### config.mk
export PLATFORM = sky130hd
export DESIGN_NAME = array_list_insert_remove_top
export DESIGN_NICKNAME = d
export VERILOG_FILES = /design/src/rtl/alir_pkg.sv /design/src/rtl/alir_dpath.sv /design/src/rtl/alir_ctrl.sv /design/src/rtl/array_list_insert_remove_top.sv
export SDC_FILE = /design/constraint.sdc
export NUM_CORES = 1
export LEC_CHECK = 0
export BUFFER_PORTS_ARGS = -buffer_cell sky130_fd_sc_hd__clkbuf_2
export CORE_MARGIN = 4
export CORE_UTILIZATION = 45
export DETAILED_ROUTE_END_ITERATION = 6
export SLEW_MARGIN = 10
export SYNTH_ARGS = -nofsm -noshare
export SYNTH_HDL_FRONTEND = slang
export SYNTH_SLANG_ARGS = --single-unit
### constraint.sdc
create_clock -name i_clk -period 11.4 [get_ports i_clk]
set_input_delay 2.28 -clock i_clk [delete_from_list [all_inputs] [get_ports i_clk]]
set_output_delay 2.28 -clock i_clk [all_outputs]
set_load 0.01 [all_outputs]
### src/rtl/alir_pkg.sv
// Shared definitions for the array list block: field widths, request and
// status codes, and the command and status bundles between controller and datapath.
// No dependencies.
package alir_pkg;

    localparam int REQW = 2;
    localparam int IDXW = 6;
    localparam int VALW = 32;
    localparam int STW  = 2;
    localparam int CNTW = 6;

    localparam int CAPACITY_DEF = 32;

    localparam logic [REQW-1:0] REQ_READ   = 2'd0;
    localparam logic [REQW-1:0] REQ_INSERT = 2'd1;
    localparam logic [REQW-1:0] REQ_REMOVE = 2'd2;

    localparam logic [STW-1:0] ST_DONE      = 2'd0;
    localparam logic [STW-1:0] ST_BAD_INDEX = 2'd1;
    localparam logic [STW-1:0] ST_FULL      = 2'd2;

    // Commands from the controller to the datapath.
    typedef struct packed {
        logic req_load;   // capture the incoming request
        logic decide;     // latch the status and set the sweep pointer
        logic rd_idx;     // read the store at the request index
        logic rd_sweep;   // read the source entry of the current shift step
        logic wr_sweep;   // write the shifted entry
        logic wr_put;     // write the inserted value at the request index
        logic step;       // move the sweep pointer
        logic finish;     // update the count and load the result register
    } t_cmd;

    // Status from the datapath to the controller.
    typedef struct packed {
        logic is_read;
        logic is_insert;
        logic is_remove;
        logic ok;          // the held request will complete with status done
        logic ins_tail;    // insert at the end, nothing to shift
        logic rem_tail;    // remove of the last element, nothing to shift
        logic sweep_last;  // the current shift step is the final one
    } t_stat;

endpackage

### src/rtl/alir_dpath.sv
// Datapath of the array list: element store, count, request registers,
// shift pointer and result register.
// Depends on alir_pkg.
module alir_dpath #(
    parameter int CAPACITY = alir_pkg::CAPACITY_DEF
) (
    input  logic                               i_clk,
    input  logic                               i_rst_n,
    input  alir_pkg::t_cmd                     i_cmd,
    input  logic        [alir_pkg::REQW-1:0]   i_req_type,
    input  logic        [alir_pkg::IDXW-1:0]   i_index,
    input  logic signed [alir_pkg::VALW-1:0]   i_value,
    output alir_pkg::t_stat                    o_stat,
    output logic signed [alir_pkg::VALW-1:0]   o_read_value,
    output logic        [alir_pkg::STW-1:0]    o_status,
    output logic        [alir_pkg::CNTW-1:0]   o_count
);

    localparam int AW = (CAPACITY > 1) ? $clog2(CAPACITY) : 1;
    localparam int CW = $clog2(CAPACITY + 1);
    localparam int KW = (CW > alir_pkg::IDXW) ? CW : alir_pkg::IDXW;

    logic [alir_pkg::VALW-1:0] r_mem [CAPACITY];
    logic [alir_pkg::VALW-1:0] r_rd_data;

    logic [alir_pkg::REQW-1:0] r_req;
    logic [alir_pkg::IDXW-1:0] r_idx;
    logic [alir_pkg::VALW-1:0] r_val;
    logic [alir_pkg::STW-1:0]  r_stat;
    logic [CW-1:0]             r_count;
    logic [AW-1:0]             r_ptr;

    logic [KW-1:0]             idx_k;
    logic [KW-1:0]             count_k;
    logic [KW-1:0]             ptr_k;
    logic [alir_pkg::STW-1:0]  stat_now;
    logic                      rd_en;
    logic                      wr_en;
    logic [AW-1:0]             rd_addr;
    logic [AW-1:0]             wr_addr;
    logic [alir_pkg::VALW-1:0] wr_data;
    logic [CW-1:0]             n_count;
    logic [KW-1:0]             n_count_k;
    logic [alir_pkg::VALW-1:0] n_read_value;

    assign idx_k   = KW'(r_idx);
    assign count_k = KW'(r_count);
    assign ptr_k   = KW'(r_ptr);

    // Outcome of the held request against the current count.
    always_comb begin
        case (r_req)
            alir_pkg::REQ_READ: begin
                stat_now = (idx_k < count_k) ? alir_pkg::ST_DONE : alir_pkg::ST_BAD_INDEX;
            end
            alir_pkg::REQ_INSERT: begin
                if (idx_k > count_k) begin
                    stat_now = alir_pkg::ST_BAD_INDEX;
                end else if (count_k >= KW'(CAPACITY)) begin
                    stat_now = alir_pkg::ST_FULL;
                end else begin
                    stat_now = alir_pkg::ST_DONE;
                end
            end
            alir_pkg::REQ_REMOVE: begin
                stat_now = (idx_k < count_k) ? alir_pkg::ST_DONE : alir_pkg::ST_BAD_INDEX;
            end
            default: begin
                stat_now = alir_pkg::ST_BAD_INDEX;
            end
        endcase
    end

    always_comb begin
        o_stat.is_read    = (r_req == alir_pkg::REQ_READ);
        o_stat.is_insert  = (r_req == alir_pkg::REQ_INSERT);
        o_stat.is_remove  = (r_req == alir_pkg::REQ_REMOVE);
        o_stat.ok         = (stat_now == alir_pkg::ST_DONE);
        o_stat.ins_tail   = (idx_k == count_k);
        o_stat.rem_tail   = (KW'(idx_k + KW'(1)) == count_k);
        o_stat.sweep_last = (r_req == alir_pkg::REQ_INSERT) ? (ptr_k == idx_k)
                                                            : (KW'(ptr_k + KW'(2)) == count_k);
    end

    // An insert shifts entries up from the tail, a remove shifts them down.
    always_comb begin
        rd_en = i_cmd.rd_idx | i_cmd.rd_sweep;
        wr_en = i_cmd.wr_sweep | i_cmd.wr_put;
        if (i_cmd.rd_idx) begin
            rd_addr = AW'(idx_k);
        end else if (r_req == alir_pkg::REQ_INSERT) begin
            rd_addr = r_ptr;
        end else begin
            rd_addr = AW'(ptr_k + KW'(1));
        end
        if (i_cmd.wr_put) begin
            wr_addr = AW'(idx_k);
            wr_data = r_val;
        end else begin
            wr_addr = (r_req == alir_pkg::REQ_INSERT) ? AW'(ptr_k + KW'(1)) : r_ptr;
            wr_data = r_rd_data;
        end
    end

    always_ff @(posedge i_clk) begin
        if (rd_en) begin
            r_rd_data <= r_mem[rd_addr];
        end
        if (wr_en) begin
            r_mem[wr_addr] <= wr_data;
        end
    end

    always_comb begin
        n_count = r_count;
        if (r_stat == alir_pkg::ST_DONE) begin
            if (r_req == alir_pkg::REQ_INSERT) begin
                n_count = CW'(r_count + CW'(1));
            end else if (r_req == alir_pkg::REQ_REMOVE) begin
                n_count = CW'(r_count - CW'(1));
            end
        end
        n_count_k = KW'(n_count);
        case (r_req)
            alir_pkg::REQ_READ: begin
                n_read_value = (r_stat == alir_pkg::ST_DONE) ? r_rd_data : '1;
            end
            default: begin
                n_read_value = '0;
            end
        endcase
    end

    always_ff @(posedge i_clk) begin
        if (!i_rst_n) begin
            r_count <= '0;
        end else if (i_cmd.finish) begin
            r_count <= n_count;
        end
    end

    always_ff @(posedge i_clk) begin
        if (i_cmd.req_load) begin
            r_req <= i_req_type;
            r_idx <= i_index;
            r_val <= i_value;
        end
        if (i_cmd.decide) begin
            r_stat <= stat_now;
            r_ptr  <= (r_req == alir_pkg::REQ_INSERT) ? AW'(count_k - KW'(1)) : AW'(idx_k);
        end else if (i_cmd.step) begin
            r_ptr <= (r_req == alir_pkg::REQ_INSERT) ? AW'(r_ptr - AW'(1))
                                                     : AW'(r_ptr + AW'(1));
        end
        if (i_cmd.finish) begin
            o_read_value <= n_read_value;
            o_status     <= r_stat;
            o_count      <= n_count_k[alir_pkg::CNTW-1:0];
        end
    end

    a_ins_count: assert property (@(posedge i_clk) disable iff (!i_rst_n)
        i_cmd.finish && r_req == alir_pkg::REQ_INSERT && r_stat == alir_pkg::ST_DONE
        |=> r_count == CW'($past(r_count) + CW'(1)))
        else $error("count did not grow after a completed insert");

    a_rem_count: assert property (@(posedge i_clk) disable iff (!i_rst_n)
        i_cmd.finish && r_req == alir_pkg::REQ_REMOVE && r_stat == alir_pkg::ST_DONE
        |=> r_count == CW'($past(r_count) - CW'(1)))
        else $error("count did not shrink after a completed remove");

    a_put_ok: assert property (@(posedge i_clk) disable iff (!i_rst_n)
        i_cmd.wr_put |-> r_req == alir_pkg::REQ_INSERT && r_stat == alir_pkg::ST_DONE)
        else $error("value written for a request that may not insert");

endmodule

### src/rtl/alir_ctrl.sv
// Controller of the array list: sequences decision, shift sweep, the write of
// an inserted value and result handoff, and holds the result valid flag.
// Depends on alir_pkg.
module alir_ctrl (
    input  logic            i_clk,
    input  logic            i_rst_n,
    input  logic            i_in_valid,
    output logic            o_in_stall,
    output logic            o_out_valid,
    input  logic            i_out_stall,
    input  alir_pkg::t_stat i_stat,
    output alir_pkg::t_cmd  o_cmd
);

    typedef enum logic [2:0] {
        S_IDLE,
        S_DECIDE,
        S_SH_RD,
        S_SH_WR,
        S_PUT,
        S_FINISH
    } t_state;

    t_state r_state;
    t_state n_state;
    logic   out_free;

    assign o_in_stall = (r_state != S_IDLE);
    assign out_free   = !o_out_valid || !i_out_stall;

    always_comb begin
        o_cmd   = '0;
        n_state = r_state;
        case (r_state)
            S_IDLE: begin
                if (i_in_valid) begin
                    o_cmd.req_load = 1'b1;
                    n_state        = S_DECIDE;
                end
            end
            S_DECIDE: begin
                o_cmd.decide = 1'b1;
                if (!i_stat.ok) begin
                    n_state = S_FINISH;
                end else if (i_stat.is_read) begin
                    o_cmd.rd_idx = 1'b1;
                    n_state      = S_FINISH;
                end else if (i_stat.is_insert) begin
                    n_state = i_stat.ins_tail ? S_PUT : S_SH_RD;
                end else if (i_stat.is_remove && !i_stat.rem_tail) begin
                    n_state = S_SH_RD;
                end else begin
                    n_state = S_FINISH;
                end
            end
            S_SH_RD: begin
                o_cmd.rd_sweep = 1'b1;
                n_state        = S_SH_WR;
            end
            S_SH_WR: begin
                o_cmd.wr_sweep = 1'b1;
                if (i_stat.sweep_last) begin
                    n_state = i_stat.is_insert ? S_PUT : S_FINISH;
                end else begin
                    o_cmd.step = 1'b1;
                    n_state    = S_SH_RD;
                end
            end
            S_PUT: begin
                o_cmd.wr_put = 1'b1;
                n_state      = S_FINISH;
            end
            S_FINISH: begin
                if (out_free) begin
                    o_cmd.finish = 1'b1;
                    n_state      = S_IDLE;
                end
            end
            default: begin
                n_state = S_IDLE;
            end
        endcase
    end

    always_ff @(posedge i_clk) begin
        if (!i_rst_n) begin
            r_state     <= S_IDLE;
            o_out_valid <= 1'b0;
        end else begin
            r_state <= n_state;
            if (o_cmd.finish) begin
                o_out_valid <= 1'b1;
            end else if (!i_out_stall) begin
                o_out_valid <= 1'b0;
            end
        end
    end

    a_finish_free: assert property (@(posedge i_clk) disable iff (!i_rst_n)
        o_cmd.finish |-> !o_out_valid || !i_out_stall)
        else $error("result register overwritten while a result is stalled");

    a_valid_hold: assert property (@(posedge i_clk) disable iff (!i_rst_n)
        o_out_valid && i_out_stall |=> o_out_valid)
        else $error("stalled result dropped");

    a_put_insert: assert property (@(posedge i_clk) disable iff (!i_rst_n)
        o_cmd.wr_put |-> i_stat.is_insert)
        else $error("value written for a request that is not an insert");

endmodule

### src/rtl/array_list_insert_remove_top.sv
// Array list top level: an ordered list of signed 32-bit values with read, insert and remove.
// A request is accepted in idle, then passes through a decide state, a read state and a write
// state for each shifted element, a put state for an insert, and a finish state that registers
// the result once the output register is free. The next request is taken only back in idle.
// Reset clears the count and the result valid flag; the element store is not cleared.

// Depends on alir_pkg, alir_ctrl and alir_dpath.
module array_list_insert_remove_top #(
    parameter int CAPACITY = alir_pkg::CAPACITY_DEF
) (
    input  logic                               i_clk,
    input  logic                               i_rst_n,
    input  logic                               i_in_valid,
    output logic                               o_in_stall,
    input  logic        [alir_pkg::REQW-1:0]   i_req_type,
    input  logic        [alir_pkg::IDXW-1:0]   i_index,
    input  logic signed [alir_pkg::VALW-1:0]   i_value,
    output logic                               o_out_valid,
    input  logic                               i_out_stall,
    output logic signed [alir_pkg::VALW-1:0]   o_read_value,
    output logic        [alir_pkg::STW-1:0]    o_status,
    output logic        [alir_pkg::CNTW-1:0]   o_count
);

    // The controller walks each request through decision, an optional shift
    // sweep and the result handoff. A request is taken only while the
    // controller is idle; a finished result may still wait in the output
    // register while the next request is taken and worked on.
    alir_pkg::t_cmd  cmd;
    alir_pkg::t_stat stat;

    alir_ctrl u_ctrl (
        .i_clk       (i_clk),
        .i_rst_n     (i_rst_n),
        .i_in_valid  (i_in_valid),
        .o_in_stall  (o_in_stall),
        .o_out_valid (o_out_valid),
        .i_out_stall (i_out_stall),
        .i_stat      (stat),
        .o_cmd       (cmd)
    );

    // The datapath holds the store, the count and the result register. An
    // insert moves entries up one place starting from the tail, a remove
    // moves them down one place starting just past the removed entry.
    alir_dpath #(
        .CAPACITY (CAPACITY)
    ) u_dpath (
        .i_clk        (i_clk),
        .i_rst_n      (i_rst_n),
        .i_cmd        (cmd),
        .i_req_type   (i_req_type),
        .i_index      (i_index),
        .i_value      (i_value),
        .o_stat       (stat),
        .o_read_value (o_read_value),
        .o_status     (o_status),
        .o_count      (o_count)
    );

endmodule

# After elaboration in Yosys (flattened, before gate mapping)
# Memory sizes are Yosys's and may differ from the RTL's. A register that Yosys moved wholly into a read port is not among the register bits.
# Index checks and enable logic that the tools add are counted.
[classes]
mux = 44
bitwise_logic = 2
addsub = 7
n_eq_ne = 14
magnitude_cmp = 3
reduce_logical = 13
[op_table]
columns = ["cell", "n"]
rows = [
  ["$mux W32", 2],
  ["$mux W5", 8],
  ["$mux W3", 8],
  ["$eq A6 B6 Y1", 3],
  ["$mux W1", 18],
  ["$mux W6", 3],
  ["$pmux W3 S6", 1],
  ["$add A6 B1 Y6 const B", 2],
  ["$add A5 B1 Y5 const B", 2],
  ["$add A5 B2 Y6 const B", 1],
  ["$eq A3 B2 Y1 const B", 2],
  ["$eq A3 B3 Y1 const B", 2],
  ["$eq A5 B6 Y1", 1],
  ["$ge A6 B6 Y1 const B", 1],
  ["$gt A6 B6 Y1", 1],
  ["$logic_not A2 Y1", 3],
  ["$lt A6 B6 Y1", 1],
  ["$mux W2", 3],
  ["$sub A6 B1 Y6 const B", 1],
  ["$sub A5 B1 Y5 const B", 1],
  ["$ne A2 B1 Y1 const B", 2],
  ["$pmux W2 S2", 1],
  ["$eq A3 B1 Y1 const B", 1],
  ["$logic_not A1 Y1", 3],
  ["other kinds (11)", 12],
]
[word_totals]
mem_bits_rw = 1024
input_bits = 44
memories = 1
reg_bits = 97
[memory_table]
columns = ["memory", "words", "word_bits", "read_ports", "rd_clocked_by_memory_dff", "write_ports", "line_no", "text"]
rows = [
  ["u_dpath.r_mem", 32, 32, 1, 1, 1, "alir_dpath.sv:23", "logic [alir_pkg::VALW-1:0] r_mem [CAPACITY];"],
]

# Longest topological paths before layout
[logic_depth]
word_depth = 9
mapped_depth = 15
mapped_depth_nobuf = 10

# Cells and area by module
# Synthesis repeated with hierarchy kept, for this count alone.
[unflattened]
cells_unflattened = 3009
area_unflattened_um2 = 46533.4
[modules_own_cells]
columns = ["mod", "n_inst", "cells_per_inst", "seq_area_each_um2", "area_per_inst_um2"]
rows = [
  ["alir_dpath", 1, 2968, 34443.0, 46191.8],
  ["alir_ctrl", 1, 41, 80.1, 341.6],
]

# Worst setup path before layout
# OpenSTA, ideal clock, no wires.
[synth_path]
path_kind = "input-to-reg"
start = "in i_in_valid"
end = "reg u_dpath.r_idx (netlist bit u_dpath.idx_k[0]), enable pin"
setup_time_ps = 437
path_slack_ps = 6969
path_stages = 2
required_ps = 10963
t_arrival_ps = 3994
path_cell_list = "inv_1 nor2_1"
[synth_rtl]
columns = ["item", "line_no", "text"]
rows = [
  ["start, declared", "array_list_insert_remove_top.sv:13", "input logic i_in_valid,"],
  ["end signal, assigned", "alir_dpath.sv:145", "r_idx <= i_index;"],
  ["end, declared", "alir_dpath.sv:27", "logic [alir_pkg::IDXW-1:0] r_idx;"],
]

# Final worst setup path
[layout_path]
start = "reg u_dpath.r_idx (netlist bit u_dpath.idx_k[2])"
end = "reg u_dpath.r_rd_data[11] (netlist bit), read port of u_dpath.r_mem, data pin"
[layout_between]
elab_chain_cells = 7
word_cells_on_any_way = 10
[layout_rtl]
columns = ["item", "line_no", "text"]
rows = [
  ["$lt A6 B6 Y1 or $gt A6 B6 Y1 (tied branches)", "alir_dpath.sv:54, alir_dpath.sv:66, alir_dpath.sv:57", ""],
  ["$mux W1 or $mux W2 (tied branches)", "alir_dpath.sv:54, alir_dpath.sv:66, alir_dpath.sv:57", ""],
  ["$pmux W2 S2", "alir_dpath.sv:52", "case (r_req)"],
  ["$logic_not A2 Y1", "alir_dpath.sv:78", "o_stat.ok = (stat_now == alir_pkg::ST_DONE);"],
  ["$mux W1", "alir_ctrl.sv:43", "if (!i_stat.ok) begin"],
  ["$mux W2", "alir_ctrl.sv:34", "case (r_state)"],
  ["$mux W5 or $or A1 B1 Y1 (tied branches)", "alir_dpath.sv:89, alir_dpath.sv:87", ""],
  ["end, declared", "alir_dpath.sv:24", "logic [alir_pkg::VALW-1:0] r_rd_data;"],
]
# Parallel ways exist; a longest one is shown, timed or not.
# A chain may end at the register's enable or synchronous reset.

==> out/qor.txt <==
most frequent cells in the layout: 1143 x edfxtp_1, 466 x nand2_1, 304 x mux2i_1, 224 x nand3_1, 119 x clkbuf_16
slowest cell delay on critical path: 0.85 ns
grt ovf: 0
status: finished, final reports clean
Tot GR Track Use: 0.237
CTS Hold Buffers Added: 0
post-CTS setup repair buffer count: 0
dpl cells: 4317
Antenna Cells: 0
top post-synthesis cells by area: edfxtp_1 75%, mux2i_1 6.7%, nand2_1 3.8%
prevailing post-synth register cell: edfxtp_1
IO buf count: 85
Clock Skew: 0.0420 ns
final hold viol count: 0
DRC errors left: 0
CP Class: flop to flop
cell area after synthesis: 45600 um^2
num ports: 86
Slew HR: 0.162
critical path's top delay family: buffers and inverters
initial antenna violation count: 1
fin. max-slew vios: 0
Critical Path Start Type: flop
Worst Tran Pin Value: 1.25 ns
number of DRC markers in iteration 0: 3225
unrepaired setup endpoints after global routing: false
post-DP HPWL: 66.3 mm
Clock H-tree levels: 3
final period utilization: 0.507
leakage dissipation: 0.0176 uW
Min-Delay Path Class: flop to flop
syn_area_per_cell: 15.2 um^2
Post-synth EDFFs: 1143
Core Region: 100000 um^2
Synth area leader: edfxtp_1
Final setup viols: 0
first-pass GRT wire length: 184 mm
CTS root buf: clkbuf_16
number of CTS-inserted buffers: 117
Die Span X: 326 um
clk slew on worst S/H paths: 0.06 ns
largest net degree at the start of global routing: 123
DRT Pass-1 Iters: 5
Buf/Inv on CP: 2
vias in the first global route: 26.2k
Final min period: 5.78 ns
Post-CTS Resized: 0
Via density: 5.92
critical path, cell by cell: ha_1 > and4_1 > o21a_1 > o41ai_1 > and2_4 > buf_4 > buf_12 > mux2i_1 > o22ai_1 > nor4_1 > a22oi_1
final RePlAce weighted congestion: 0.826
Rows: 116
#FFs+latches synth: 1153
WL per Instance: 28.4 um
layout cells sized above 1: 0.131
CTS Buffer Depth: 3
fraction of registers with async set/reset: 0
die area: 107000 um^2
WP data arrival: 6.18 ns
Synth top area share: 0.752
max-cap check violation count: 0
Starting Density: 0.455
DIE HEIGHT: 326 um
critical path's slowest cell: buf_4
CTS tree: built
cells after synthesis: 2993
CTS Sinks: 1153
Post-Route WL: 129 mm
Via Count: 26.8k
Seq/Total Area, Yosys: 0.756
commonest non-fill, non-tap cell in the layout: edfxtp_1
CP Max Fanout: 122
Setup crit end kind: flop
fin cells: 4534
Max VDD drop: 0.136 mV
Syn-to-layout area delta: 13.7%
setup TNS: 0 ns
Final ANT Viol Nets: 0
Final nets: 3139
fmax: 173 MHz
Worst-Skew Late Latency: 0.72 ns
YS warnings: 0
Power Density: 217 nW/um^2
CP Data Required Time: 11.80 ns
Synth cell types: 58
syn_nets: 3053
==> cell usage after synthesis, types with 2 or more instances <==
cell,instances
edfxtp_1,1143
nand2_1,468
mux2i_1,305
nand3_1,224
o22ai_1,117
clkbuf_1,94
a21oi_1,83
nor4_1,62
buf_2,57
nor2_1,52
o21ai_0,52
o21a_1,35
mux2_2,34
a22oi_1,33
xnor2_1,26
o21ai_1,24
ha_1,16
inv_1,16
buf_4,15
buf_1,14
a32oi_1,10
dfxtp_1,10
a21boi_0,7
nor3_1,7
or3_1,7
xor2_1,7
a21o_1,6
a31oi_1,6
nor2b_1,6
o221ai_1,6
and3_1,5
nand4_1,4
nor3b_1,4
and2_1,3
buf_6,3
nand2b_1,3
o211ai_1,3
o31ai_1,3
o32a_1,3
o41ai_1,2
==> power by group <==
part	switching [uW]	internal (uW)	leakage [uW]	total, uW
sequential	49.5	4880	0.0104	4930
clock	1640	2390	0.00198	4030
combinational	1580	714	0.00521	2300
==> final timing paths <==
path / from / to / slack (ns) / cells past startpoint
setup / recovery: u_dpath.idx_k[2] / u_dpath.r_rd_data[11] / 5.62 / 11
hold / removal: u_dpath.r_stat[1] / u_dpath.o_status[1] / 0.47 / 0
setup reg to reg: u_dpath.idx_k[2] / u_dpath.r_rd_data[11] / 5.62 / 11
hold reg to reg: u_dpath.r_stat[1] / u_dpath.o_status[1] / 0.47 / 0
==> metrics by stage <==
step	cell area, um^2	hold WS (ns)	setup slack (ns)	utilization	power [uW]
CTS	51900	0.477	5.62	0.517	11300
finish	51900	0.471	5.62	0.517	11300
global placement	47800	0.460	5.73	0.477	7250
global route	51900	0.499	5.25	0.517	11700
floorplan	45600	0.442	6.97	-	6550
detailed placement	47800	0.463	5.70	0.477	7290
==> cell families (layout without fill, tap and decap cells) <==
logic type / Yosys count / in the layout / share of synthesized area
simple gates: 853 / 853 / 0.0828
compound gates: 398 / 398 / 0.0542
fa+ha+maj: 16 / 16 / 0.00439
mux: 340 / 340 / 0.0758
flops: 1153 / 1153 / 0.756
buf+inv: 199 / 383 / 0.0197
xor+xnor: 34 / 34 / 0.00669
==> area by class of cell <==
cell class	instances	area, um^2
tap	1357	1700
multi-input combinational	1641	10600
clock inverter	82	1020
sequential	1153	34500
timing repair buffer	150	938
inverter	16	60.1
fill	8185	48400
clock buffer	135	3040
==> layer usage <==
layer	GRT usage	vias up	wire, um
met3	0.0390	193	10800
met4	0.0658	0	3170
li1	-	11600	-
met1	0.326	13800	52300
met5	0	-	0
met2	0.392	1218	62600
==> registers in the layout, summed over array words and instances (netlist names) <==
name,flops
u_ctrl.o_out_valid,1
u_ctrl.r_state,3
u_dpath.count_k,6
u_dpath.idx_k,6
u_dpath.o_count,6
u_dpath.o_read_value,32
u_dpath.o_status,2
u_dpath.r_mem,1024
u_dpath.r_ptr,5
u_dpath.r_rd_data,32
u_dpath.r_req,2
u_dpath.r_stat,2
u_dpath.r_val,32
Power figures use the tool's default switching activity.
